## src/sv/cis_count_selector_macros.svh

```systemverilog
// Assertion helpers for the CIS count selector.
// Both sample on the rising edge of clk and are off while rst_n is low.
`ifndef CIS_COUNT_SELECTOR_MACROS_SVH
`define CIS_COUNT_SELECTOR_MACROS_SVH

// Same-cycle implication.
`define CIS_ASSERT_NOW(label, ante, cons) \
    label: assert property (@(posedge clk) disable iff (!rst_n) (ante) |-> (cons)) \
        else $error("cis_count_selector: same-cycle check failed");

// Next-cycle implication.
`define CIS_ASSERT_NEXT(label, ante, cons) \
    label: assert property (@(posedge clk) disable iff (!rst_n) (ante) |=> (cons)) \
        else $error("cis_count_selector: next-cycle check failed");

`endif

```

## src/sv/cis_pkg.sv

```systemverilog
`default_nettype none

package cis_pkg;

    localparam int unsigned CNT_W   = 8;
    localparam int unsigned STRAT_W = 2;
    localparam int unsigned IDX_W   = 3;
    localparam int unsigned DATA_W  = 8;

    // Register indexes on the write port
    localparam logic [IDX_W-1:0] CFG_EXPECTED_DEVICES = 3'd0;
    localparam logic [IDX_W-1:0] CFG_STRATEGY_SELECT  = 3'd1;
    localparam logic [IDX_W-1:0] CFG_AVAIL_SINK       = 3'd2;
    localparam logic [IDX_W-1:0] CFG_AVAIL_SOURCE     = 3'd3;

    // Direction codes
    localparam logic DIR_SINK   = 1'b0;
    localparam logic DIR_SOURCE = 1'b1;

    typedef struct packed {
        logic               new_search;
        logic               direction;
        logic [STRAT_W-1:0] entry_strategy;
        logic [CNT_W-1:0]   endpoint_count;
        logic [CNT_W-1:0]   device_count;
        logic               last_entry;
    } entry_t;

    typedef struct packed {
        logic [CNT_W-1:0] bidir_streams;
        logic [CNT_W-1:0] sink_only_streams;
        logic [CNT_W-1:0] source_only_streams;
        logic             config_fits;
    } result_t;

    // Pipeline control between the top level and the stages
    typedef struct packed {
        logic advance;   // entry in the input register moves on this cycle
        logic emit;      // that entry produces a result
    } stage_ctl_t;

endpackage

`default_nettype wire

```

## src/sv/cis_in_stage.sv

```systemverilog
`default_nettype none

// Input register: holds one entry until the evaluation logic takes it.
module cis_in_stage (
    input  wire logic           clk,
    input  wire logic           rst_n,
    input  wire logic           load,
    input  wire logic           advance,
    input  wire cis_pkg::entry_t entry_in,
    output logic                valid,
    output cis_pkg::entry_t     entry
);

    logic            valid_reg;
    logic            valid_next;
    cis_pkg::entry_t entry_reg;

    always_comb
    begin
        priority if (load)
        begin
            valid_next = 1'b1;
        end
        else if (advance)
        begin
            valid_next = 1'b0;
        end
        else
        begin
            valid_next = valid_reg;
        end
    end

    always_ff @(posedge clk or negedge rst_n)
    begin
        if (!rst_n)
        begin
            valid_reg <= 1'b0;
        end
        else
        begin
            valid_reg <= valid_next;
        end
    end

    always_ff @(posedge clk)
    begin
        if (load)
        begin
            entry_reg <= entry_in;
        end
    end

    assign valid = valid_reg;
    assign entry = entry_reg;

endmodule

`default_nettype wire

```

## src/sv/cis_eval.sv

```systemverilog
`default_nettype none

// Configuration registers, per-configuration accumulators, stream counts,
// and the end-of-configuration checks.
module cis_eval (
    input  wire logic                       clk,
    input  wire logic                       rst_n,
    input  wire logic                       cfg_we,
    input  wire logic [cis_pkg::IDX_W-1:0]  cfg_index,
    input  wire logic [cis_pkg::DATA_W-1:0] cfg_data,
    input  wire cis_pkg::stage_ctl_t        ctl,
    input  wire cis_pkg::entry_t            entry,
    output cis_pkg::result_t                result
);

    localparam int unsigned CW = cis_pkg::CNT_W;
    localparam int unsigned SW = cis_pkg::STRAT_W;

    logic [CW-1:0] expected_devices_reg;
    logic [SW-1:0] strategy_select_reg;
    logic [CW-1:0] avail_sink_reg;
    logic [CW-1:0] avail_source_reg;

    logic [CW-1:0] sink_sum_reg,          sink_sum_next;
    logic [CW-1:0] source_sum_reg,        source_sum_next;
    logic [CW-1:0] max_devices_reg,       max_devices_next;
    logic          strategy_reject_reg,   strategy_reject_next;
    logic [CW-1:0] bidir_count_reg,       bidir_count_next;
    logic [CW-1:0] sink_only_count_reg,   sink_only_count_next;
    logic [CW-1:0] source_only_count_reg, source_only_count_next;

    logic [CW-1:0] acc_sink;
    logic [CW-1:0] acc_source;
    logic [CW-1:0] acc_max;
    logic          acc_reject;
    logic [CW-1:0] cur_bidir;
    logic [CW-1:0] cur_sink_only;
    logic [CW-1:0] cur_source_only;
    logic [CW-1:0] pair_cnt;
    logic [CW-1:0] rem_sink;
    logic [CW-1:0] rem_source;
    logic          fits;
    logic [CW-1:0] upd_bidir;
    logic [CW-1:0] upd_sink_only;
    logic [CW-1:0] upd_source_only;

    // Config writes; out-of-range index is dropped
    always_ff @(posedge clk or negedge rst_n)
    begin
        if (!rst_n)
        begin
            expected_devices_reg <= CW'(1);
            strategy_select_reg  <= '0;
            avail_sink_reg       <= '0;
            avail_source_reg     <= '0;
        end
        else if (cfg_we)
        begin
            unique case (cfg_index)
                cis_pkg::CFG_EXPECTED_DEVICES: expected_devices_reg <= cfg_data[CW-1:0];
                cis_pkg::CFG_STRATEGY_SELECT:  strategy_select_reg  <= cfg_data[SW-1:0];
                cis_pkg::CFG_AVAIL_SINK:       avail_sink_reg       <= cfg_data[CW-1:0];
                cis_pkg::CFG_AVAIL_SOURCE:     avail_source_reg     <= cfg_data[CW-1:0];
                default: ;
            endcase
        end
    end

    // Accumulate this entry (sums wrap at 8 bits)
    always_comb
    begin
        acc_sink   = sink_sum_reg;
        acc_source = source_sum_reg;
        acc_reject = strategy_reject_reg;
        if (entry.direction == cis_pkg::DIR_SINK)
        begin
            acc_sink   = sink_sum_reg + entry.endpoint_count;
            acc_reject = strategy_reject_reg |
                         (entry.entry_strategy != strategy_select_reg);
        end
        else
        begin
            acc_source = source_sum_reg + entry.endpoint_count;
        end
        acc_max = (entry.device_count > max_devices_reg) ? entry.device_count
                                                         : max_devices_reg;
    end

    // Stream counts after an optional new-search clear
    assign cur_bidir       = entry.new_search ? '0 : bidir_count_reg;
    assign cur_sink_only   = entry.new_search ? '0 : sink_only_count_reg;
    assign cur_source_only = entry.new_search ? '0 : source_only_count_reg;

    // Rejection checks
    always_comb
    begin
        fits = 1'b1;
        if (acc_reject)
            fits = 1'b0;
        if (acc_max != expected_devices_reg)
            fits = 1'b0;
        if ((avail_sink_reg == '0) && (acc_sink != '0))
            fits = 1'b0;
        if ((avail_source_reg == '0) && (acc_source != '0))
            fits = 1'b0;
        if ((expected_devices_reg == CW'(1)) &&
            ((acc_sink > avail_sink_reg) || (acc_source > avail_source_reg)))
            fits = 1'b0;
        if ((acc_sink == '0) && ((cur_sink_only != '0) || (cur_bidir != '0)))
            fits = 1'b0;
        if ((acc_source == '0) && ((cur_source_only != '0) || (cur_bidir != '0)))
            fits = 1'b0;
    end

    // Count update, bidirectional preferred
    assign pair_cnt   = (acc_sink < acc_source) ? acc_sink : acc_source;
    assign rem_sink   = acc_sink - pair_cnt;
    assign rem_source = acc_source - pair_cnt;

    always_comb
    begin
        upd_bidir       = cur_bidir;
        upd_sink_only   = cur_sink_only;
        upd_source_only = cur_source_only;
        priority if (pair_cnt > cur_bidir)
        begin
            upd_bidir       = pair_cnt;
            upd_sink_only   = rem_sink;
            upd_source_only = rem_source;
        end
        else if ((cur_bidir == '0) && (cur_sink_only == '0) && (cur_source_only == '0))
        begin
            upd_sink_only   = rem_sink;
            upd_source_only = rem_source;
        end
        else
        begin
            upd_bidir = cur_bidir;
        end
    end

    always_comb
    begin
        sink_sum_next          = sink_sum_reg;
        source_sum_next        = source_sum_reg;
        max_devices_next       = max_devices_reg;
        strategy_reject_next   = strategy_reject_reg;
        bidir_count_next       = bidir_count_reg;
        sink_only_count_next   = sink_only_count_reg;
        source_only_count_next = source_only_count_reg;
        if (ctl.advance)
        begin
            bidir_count_next       = cur_bidir;
            sink_only_count_next   = cur_sink_only;
            source_only_count_next = cur_source_only;
            if (ctl.emit)
            begin
                sink_sum_next        = '0;
                source_sum_next      = '0;
                max_devices_next     = '0;
                strategy_reject_next = 1'b0;
                if (fits)
                begin
                    bidir_count_next       = upd_bidir;
                    sink_only_count_next   = upd_sink_only;
                    source_only_count_next = upd_source_only;
                end
            end
            else
            begin
                sink_sum_next        = acc_sink;
                source_sum_next      = acc_source;
                max_devices_next     = acc_max;
                strategy_reject_next = acc_reject;
            end
        end
    end

    always_ff @(posedge clk or negedge rst_n)
    begin
        if (!rst_n)
        begin
            sink_sum_reg          <= '0;
            source_sum_reg        <= '0;
            max_devices_reg       <= '0;
            strategy_reject_reg   <= 1'b0;
            bidir_count_reg       <= '0;
            sink_only_count_reg   <= '0;
            source_only_count_reg <= '0;
        end
        else
        begin
            sink_sum_reg          <= sink_sum_next;
            source_sum_reg        <= source_sum_next;
            max_devices_reg       <= max_devices_next;
            strategy_reject_reg   <= strategy_reject_next;
            bidir_count_reg       <= bidir_count_next;
            sink_only_count_reg   <= sink_only_count_next;
            source_only_count_reg <= source_only_count_next;
        end
    end

    assign result.bidir_streams       = fits ? upd_bidir       : cur_bidir;
    assign result.sink_only_streams   = fits ? upd_sink_only   : cur_sink_only;
    assign result.source_only_streams = fits ? upd_source_only : cur_source_only;
    assign result.config_fits         = fits;

endmodule

`default_nettype wire

```

## src/sv/cis_out_stage.sv

```systemverilog
`default_nettype none

// Result register: holds one request until the consumer takes it.
module cis_out_stage (
    input  wire logic             clk,
    input  wire logic             rst_n,
    input  wire logic             load,
    input  wire cis_pkg::result_t result_in,
    input  wire logic             stall,
    output logic                  valid,
    output cis_pkg::result_t      result
);

    logic             valid_reg;
    logic             valid_next;
    cis_pkg::result_t result_reg;

    always_comb
    begin
        priority if (load)
        begin
            valid_next = 1'b1;
        end
        else if (valid_reg && !stall)
        begin
            valid_next = 1'b0;
        end
        else
        begin
            valid_next = valid_reg;
        end
    end

    always_ff @(posedge clk or negedge rst_n)
    begin
        if (!rst_n)
        begin
            valid_reg <= 1'b0;
        end
        else
        begin
            valid_reg <= valid_next;
        end
    end

    always_ff @(posedge clk)
    begin
        if (load)
        begin
            result_reg <= result_in;
        end
    end

    assign valid  = valid_reg;
    assign result = result_reg;

endmodule

`default_nettype wire

```

## src/sv/cis_count_selector.sv

```systemverilog
// Path: a last-entry request is taken into the input register; its result
//   is loaded into the result register once that is free, raising out_valid.
// Throughput: one entry request per cycle; a last entry waits only while the
//   result register is full and stalled by the consumer.
// Reset (rst_n, async, active low): accumulators and stream counts clear,
//   expected_devices = 1, other config registers 0, no request pending.
`default_nettype none

`include "cis_count_selector_macros.svh"

module cis_count_selector (
    input  wire logic                       clk,
    input  wire logic                       rst_n,

    // Config write port
    input  wire logic                       cfg_we,
    input  wire logic [cis_pkg::IDX_W-1:0]  cfg_index,
    input  wire logic [cis_pkg::DATA_W-1:0] cfg_data,

    // Entry requests
    input  wire logic                       in_valid,
    output logic                            in_stall,
    input  wire logic                       new_search,
    input  wire logic                       direction,
    input  wire logic [cis_pkg::STRAT_W-1:0] entry_strategy,
    input  wire logic [cis_pkg::CNT_W-1:0]  endpoint_count,
    input  wire logic [cis_pkg::CNT_W-1:0]  device_count,
    input  wire logic                       last_entry,

    // Result requests
    output logic                            out_valid,
    input  wire logic                       out_stall,
    output logic [cis_pkg::CNT_W-1:0]       bidir_streams,
    output logic [cis_pkg::CNT_W-1:0]       sink_only_streams,
    output logic [cis_pkg::CNT_W-1:0]       source_only_streams,
    output logic                            config_fits
);

    cis_pkg::entry_t     entry_in;
    cis_pkg::entry_t     s1_entry;
    logic                s1_valid;
    logic                in_load;
    logic                out_free;
    cis_pkg::stage_ctl_t ctl;
    cis_pkg::result_t    eval_result;
    cis_pkg::result_t    out_result;

    assign entry_in.new_search     = new_search;
    assign entry_in.direction      = direction;
    assign entry_in.entry_strategy = entry_strategy;
    assign entry_in.endpoint_count = endpoint_count;
    assign entry_in.device_count   = device_count;
    assign entry_in.last_entry     = last_entry;

    // The result register frees up this cycle if empty or being drained.
    assign out_free = !out_valid || !out_stall;

    // Non-last entries never wait; a last entry needs room for its result.
    assign ctl.advance = s1_valid && (!s1_entry.last_entry || out_free);
    assign ctl.emit    = s1_valid && s1_entry.last_entry;

    // The input register takes a new request whenever it is empty or its entry moves on.
    assign in_stall = s1_valid && !ctl.advance;
    assign in_load  = in_valid && !in_stall;

    cis_in_stage u_in_stage (
        .clk      (clk),
        .rst_n    (rst_n),
        .load     (in_load),
        .advance  (ctl.advance),
        .entry_in (entry_in),
        .valid    (s1_valid),
        .entry    (s1_entry)
    );

    // Accumulate, check and update stream counts in one pass
    cis_eval u_eval (
        .clk       (clk),
        .rst_n     (rst_n),
        .cfg_we    (cfg_we),
        .cfg_index (cfg_index),
        .cfg_data  (cfg_data),
        .ctl       (ctl),
        .entry     (s1_entry),
        .result    (eval_result)
    );

    cis_out_stage u_out_stage (
        .clk       (clk),
        .rst_n     (rst_n),
        .load      (ctl.advance && ctl.emit),
        .result_in (eval_result),
        .stall     (out_stall),
        .valid     (out_valid),
        .result    (out_result)
    );

    assign bidir_streams       = out_result.bidir_streams;
    assign sink_only_streams   = out_result.sink_only_streams;
    assign source_only_streams = out_result.source_only_streams;
    assign config_fits         = out_result.config_fits;

    // Only a held last entry can push back on the producer.
    `CIS_ASSERT_NOW(a_stall_needs_entry, in_stall, s1_valid && s1_entry.last_entry)
    // A last entry that moves on always shows up as a result next cycle.
    `CIS_ASSERT_NEXT(a_emit_shows, ctl.advance && ctl.emit, out_valid)
    // A new result never lands on one that is still stalled.
    `CIS_ASSERT_NOW(a_no_overwrite, ctl.advance && ctl.emit, out_free)

endmodule

`default_nettype wire

```

## config.mk

```make
export PLATFORM = sky130hd
export DESIGN_NAME = cis_count_selector
export DESIGN_NICKNAME = d
export VERILOG_FILES = /design/src/sv/cis_pkg.sv /design/src/sv/cis_in_stage.sv /design/src/sv/cis_eval.sv /design/src/sv/cis_out_stage.sv /design/src/sv/cis_count_selector.sv
export VERILOG_INCLUDE_DIRS = /design/src /design/src/sv
export SDC_FILE = /design/constraint.sdc
export NUM_CORES = 1
export LEC_CHECK = 0
export ABC_AREA = 1
export BUFFER_PORTS_ARGS = -buffer_cell sky130_fd_sc_hd__buf_2
export CAP_MARGIN = 20
export CORE_UTILIZATION = 55
export CTS_BUF_LIST = sky130_fd_sc_hd__clkbuf_4
export CTS_CLUSTER_SIZE = 8
export DETAILED_ROUTE_END_ITERATION = 8
export GPL_TIMING_DRIVEN = 0
export PLACE_DENSITY = 0.73
export SYNTH_ARGS = -nofsm -noshare
export SYNTH_HDL_FRONTEND = slang
export SYNTH_SLANG_ARGS = --single-unit
```

## constraint.sdc

```tcl
create_clock -name clk -period 11.15 [get_ports clk]
set_input_delay 2.23 -clock clk [delete_from_list [all_inputs] [get_ports clk]]
set_output_delay 2.23 -clock clk [all_outputs]
set_load 0.02 [all_outputs]
```

==> metrics <==
Layout area overhead=11.0%; RSZ-0062 raised after global routing=no; CTS tree=yes; Worst-Margin Slew=0.665 ns; CP Capture Type=flop; vias in the first global route=6664; Max stage delay on crit path=0.50 ns; Mean Syn Cell Area=roughly 7.7 um2; Die W=124 um; run status=finished, final reports clean; MaxCap Viol Count=0; #FFs+latches synth=about 120; max frequency=about 180 MHz; Slowest-stage cell, CP=o21ai_0; Total GRT Usage=between 20% and 30%; final hold slack=slightly below 0.5 ns; most frequent CP cell=nand2_1; Synth warnings=0; ANT nets after route=0; first-pass GRT wire length=around 32 mm; Tightest Hold Check Type=flop to flop; Tmin final=roughly 5.5 ns; drc violations=0; overall power=2.10 mW; fin nets=~1200; post-synth net total=~1200; r2r worst-path depth=28; Top Ports=64; Placement Cell Area=8770 um2; area share of the largest cell type after synthesis=a little under a quarter; Largest register FFs=25; Design Area, Final=around 9100 um2; Setup Skew=approximately 0.021 ns; core area=roughly 14000 um2; setup violators final=0; peak supply drop=between 0.0001 and 0.00015 V; final hold vios=0; DP HPWL=~15 mm; initial antenna violation count=0; CTS root buffer=clkbuf_4; layout cells sized above 1=between 10 and 15%; Area contributors post-synth=dfrtp_1, edfxtp_1, nand2_1; grt ovf=0; dominant cell type by area after synthesis=dfrtp_1; hold buffers post-CTS=0; Buffers on Ports=63; relative slew slack=roughly 55%; routed len/inst=approximately 15 um; H-tree depth=4; full die area=between 15000 and 20000 um2; WS Path Type=flop to flop; # resized after CTS=0; Vias=7336; Max clock buf depth=2; post-synthesis sequential area ratio=about 41%; Clock Sinks=about 120; number of synthesized flops with an enable pin=46; CP Launch Point=u_in_stage.entry[9]; Critical R2R Launch=u_in_stage.entry[9]; # diodes=0; number of CTS-inserted buffers=17; Clk pin slew, worst setup/hold paths=0.12 ns; Routed Wire Length=approximately 20 mm; drt pass-1 iters=6; die extent in y=about 120 um; GPL Wtd Cong=0.984; PwrDens=about 230 nW/um2; crit path to=u_out_stage.result[15]; fin. max-slew vios=0; Mapped Area=about 8200 um2; Final period util=approximately half; postcts setup bufs=0; CP required=roughly 11 ns; worst path arrival time=roughly 5.9 ns; Core Rows=44; via/cell ratio=around 5.5; Startpoint Class=flop; DR iter-0 viols=around 660; pin count of the biggest net entering global routing=44; Main synth FF type=dfrtp_1; asr flop ratio synth=62.6%; Post-Route Setup TNS=0 ns; Starting Density=roughly 56%; Clock Latency Late Sink=slightly below 0.6 ns; synth unique cells=49; leakage power=between 4 and 5 nW; CP Max Fanout=10; Worst R2R Setup Slack=5.64 ns; Critical R2R Capture=u_out_stage.result[15]; Post-Syn Instances=approximately 1100
-- placed cells by master (no fill, tap or decap), types with 3 or more instances in the layout --
cell type  netlist  layout
buf_2            3      65
buf_6            6       6
nand2_4          3       3
nand3b_1        11      11
clkinv_4         0       5
nand2_1        333     333
or2_2            4       4
dfrtp_1         76      76
o21ai_0         45      45
clkbuf_1        15      15
nor3_1           8       8
o21bai_1         7       7
a21oi_1         44      44
nor4_1           5       5
nand2_2         14      14
nand3_1         85      85
o21ai_2          7       7
nor2_1          35      33
inv_2           10      10
xor2_1          18      18
o21ai_1         24      24
inv_1          136     136
clkbuf_4         0      19
o22ai_1         18      18
buf_4            4       5
nand4_1         17      17
nor2_2           1       3
ha_1            52      52
edfxtp_1        46      46
nand3_2          7       7
-- how the worst min path moves through the flow --
stage,cells after the start,to,slack [ns],startpoint
after global placement,2,u_eval.bidir_count_reg[2],0.46,u_eval.bidir_count_reg[2]
final,2,u_eval.bidir_count_reg[1],0.49,u_eval.bidir_count_reg[1]
after floorplan,2,u_eval.sink_only_count_reg[2],0.45,u_eval.sink_only_count_reg[2]
after detailed placement,2,u_eval.sink_only_count_reg[4],0.47,u_eval.sink_only_count_reg[4]
after CTS,2,u_eval.bidir_count_reg[5],0.49,u_eval.bidir_count_reg[5]
after global routing,2,u_eval.sink_only_count_reg[6],0.51,u_eval.sink_only_count_reg[6]
-- worst max-delay path, delay by kind of cell (launching register included) --
family / cells / cell delay (ns)
AO/OA/AOI/OAI: 4 / 1.08
flip-flops: 1 / 0.43
buffers and inverters: 7 / 1.04
adder cells (fa/ha/maj): 4 / 1.32
XOR/XNOR: 1 / 0.10
AND/OR/NAND/NOR: 12 / 1.29
-- stage by stage --
| step | util, % | instances | setup slack, ns |
|---|---|---|---|
| 4_1_cts | 62.6 | 1345 | 5.67 |
| 3_3_place_gp | 60.1 | 1310 | 5.79 |
| 6_report | 62.6 | 1345 | 5.64 |
| 5_1_grt | 62.6 | 1345 | 5.26 |
| 2_1_floorplan | - | 1063 | 6.28 |
| 3_5_place_dp | 60.6 | 1313 | 5.74 |
-- logic make-up after synthesis --
group,count (synthesis),share of synthesized area (%)
flops,123,40.6
buf+inv,177,8.92
fa+ha+maj,54,8.46
xor+xnor,20,2.15
simple gates,532,29.0
compound gates,157,10.9
-- per-layer routing --
layer | vias to the layer above | track usage [%] | part of all wire, %
met5 | - | 0 | 0
met4 | 0 | 9.94 | 2.4
met3 | 43 | 6.73 | 7.1
met2 | 237 | 42.6 | 45
met1 | 3369 | 39.1 | 46
li1 | 3687 | - | -
-- where the power goes --
| part | total, mW | leakage [nW] | internal, mW | switching, mW |
|---|---|---|---|---|
| clock | 0.324 | 0.151 | 0.139 | 0.184 |
| sequential | 0.592 | 1.40 | 0.545 | 0.0466 |
| combinational | 1.18 | 3.14 | 0.421 | 0.764 |
-- cell usage after synthesis, types with 3 or more instances --
cell,number
buf_6,6
xor2_1,18
inv_2,10
nand4_1,17
buf_4,4
nor4_1,5
o21ai_1,24
edfxtp_1,46
o21ai_0,45
nand3_1,85
nand2_1,333
nand3_2,7
ha_1,52
o21bai_1,7
nor2_1,35
nand2_2,14
buf_2,3
a21oi_1,44
o22ai_1,18
or2_2,4
nor3_1,8
inv_1,136
clkbuf_1,15
nand3b_1,11
dfrtp_1,76
nand2_4,3
o21ai_2,7
-- layout make-up --
| class | instances | area [um2] |
|---|---|---|
| fill | 1329 | 5420 |
| multi-input combinational | 763 | 4130 |
| sequential | 123 | 3310 |
| inverter | 147 | 552 |
| timing repair buffer | 66 | 375 |
| tap | 184 | 230 |
| buffer | 30 | 176 |
| clock inverter | 13 | 145 |
| clock buffer | 19 | 143 |
Power figures use the tool's default switching activity.
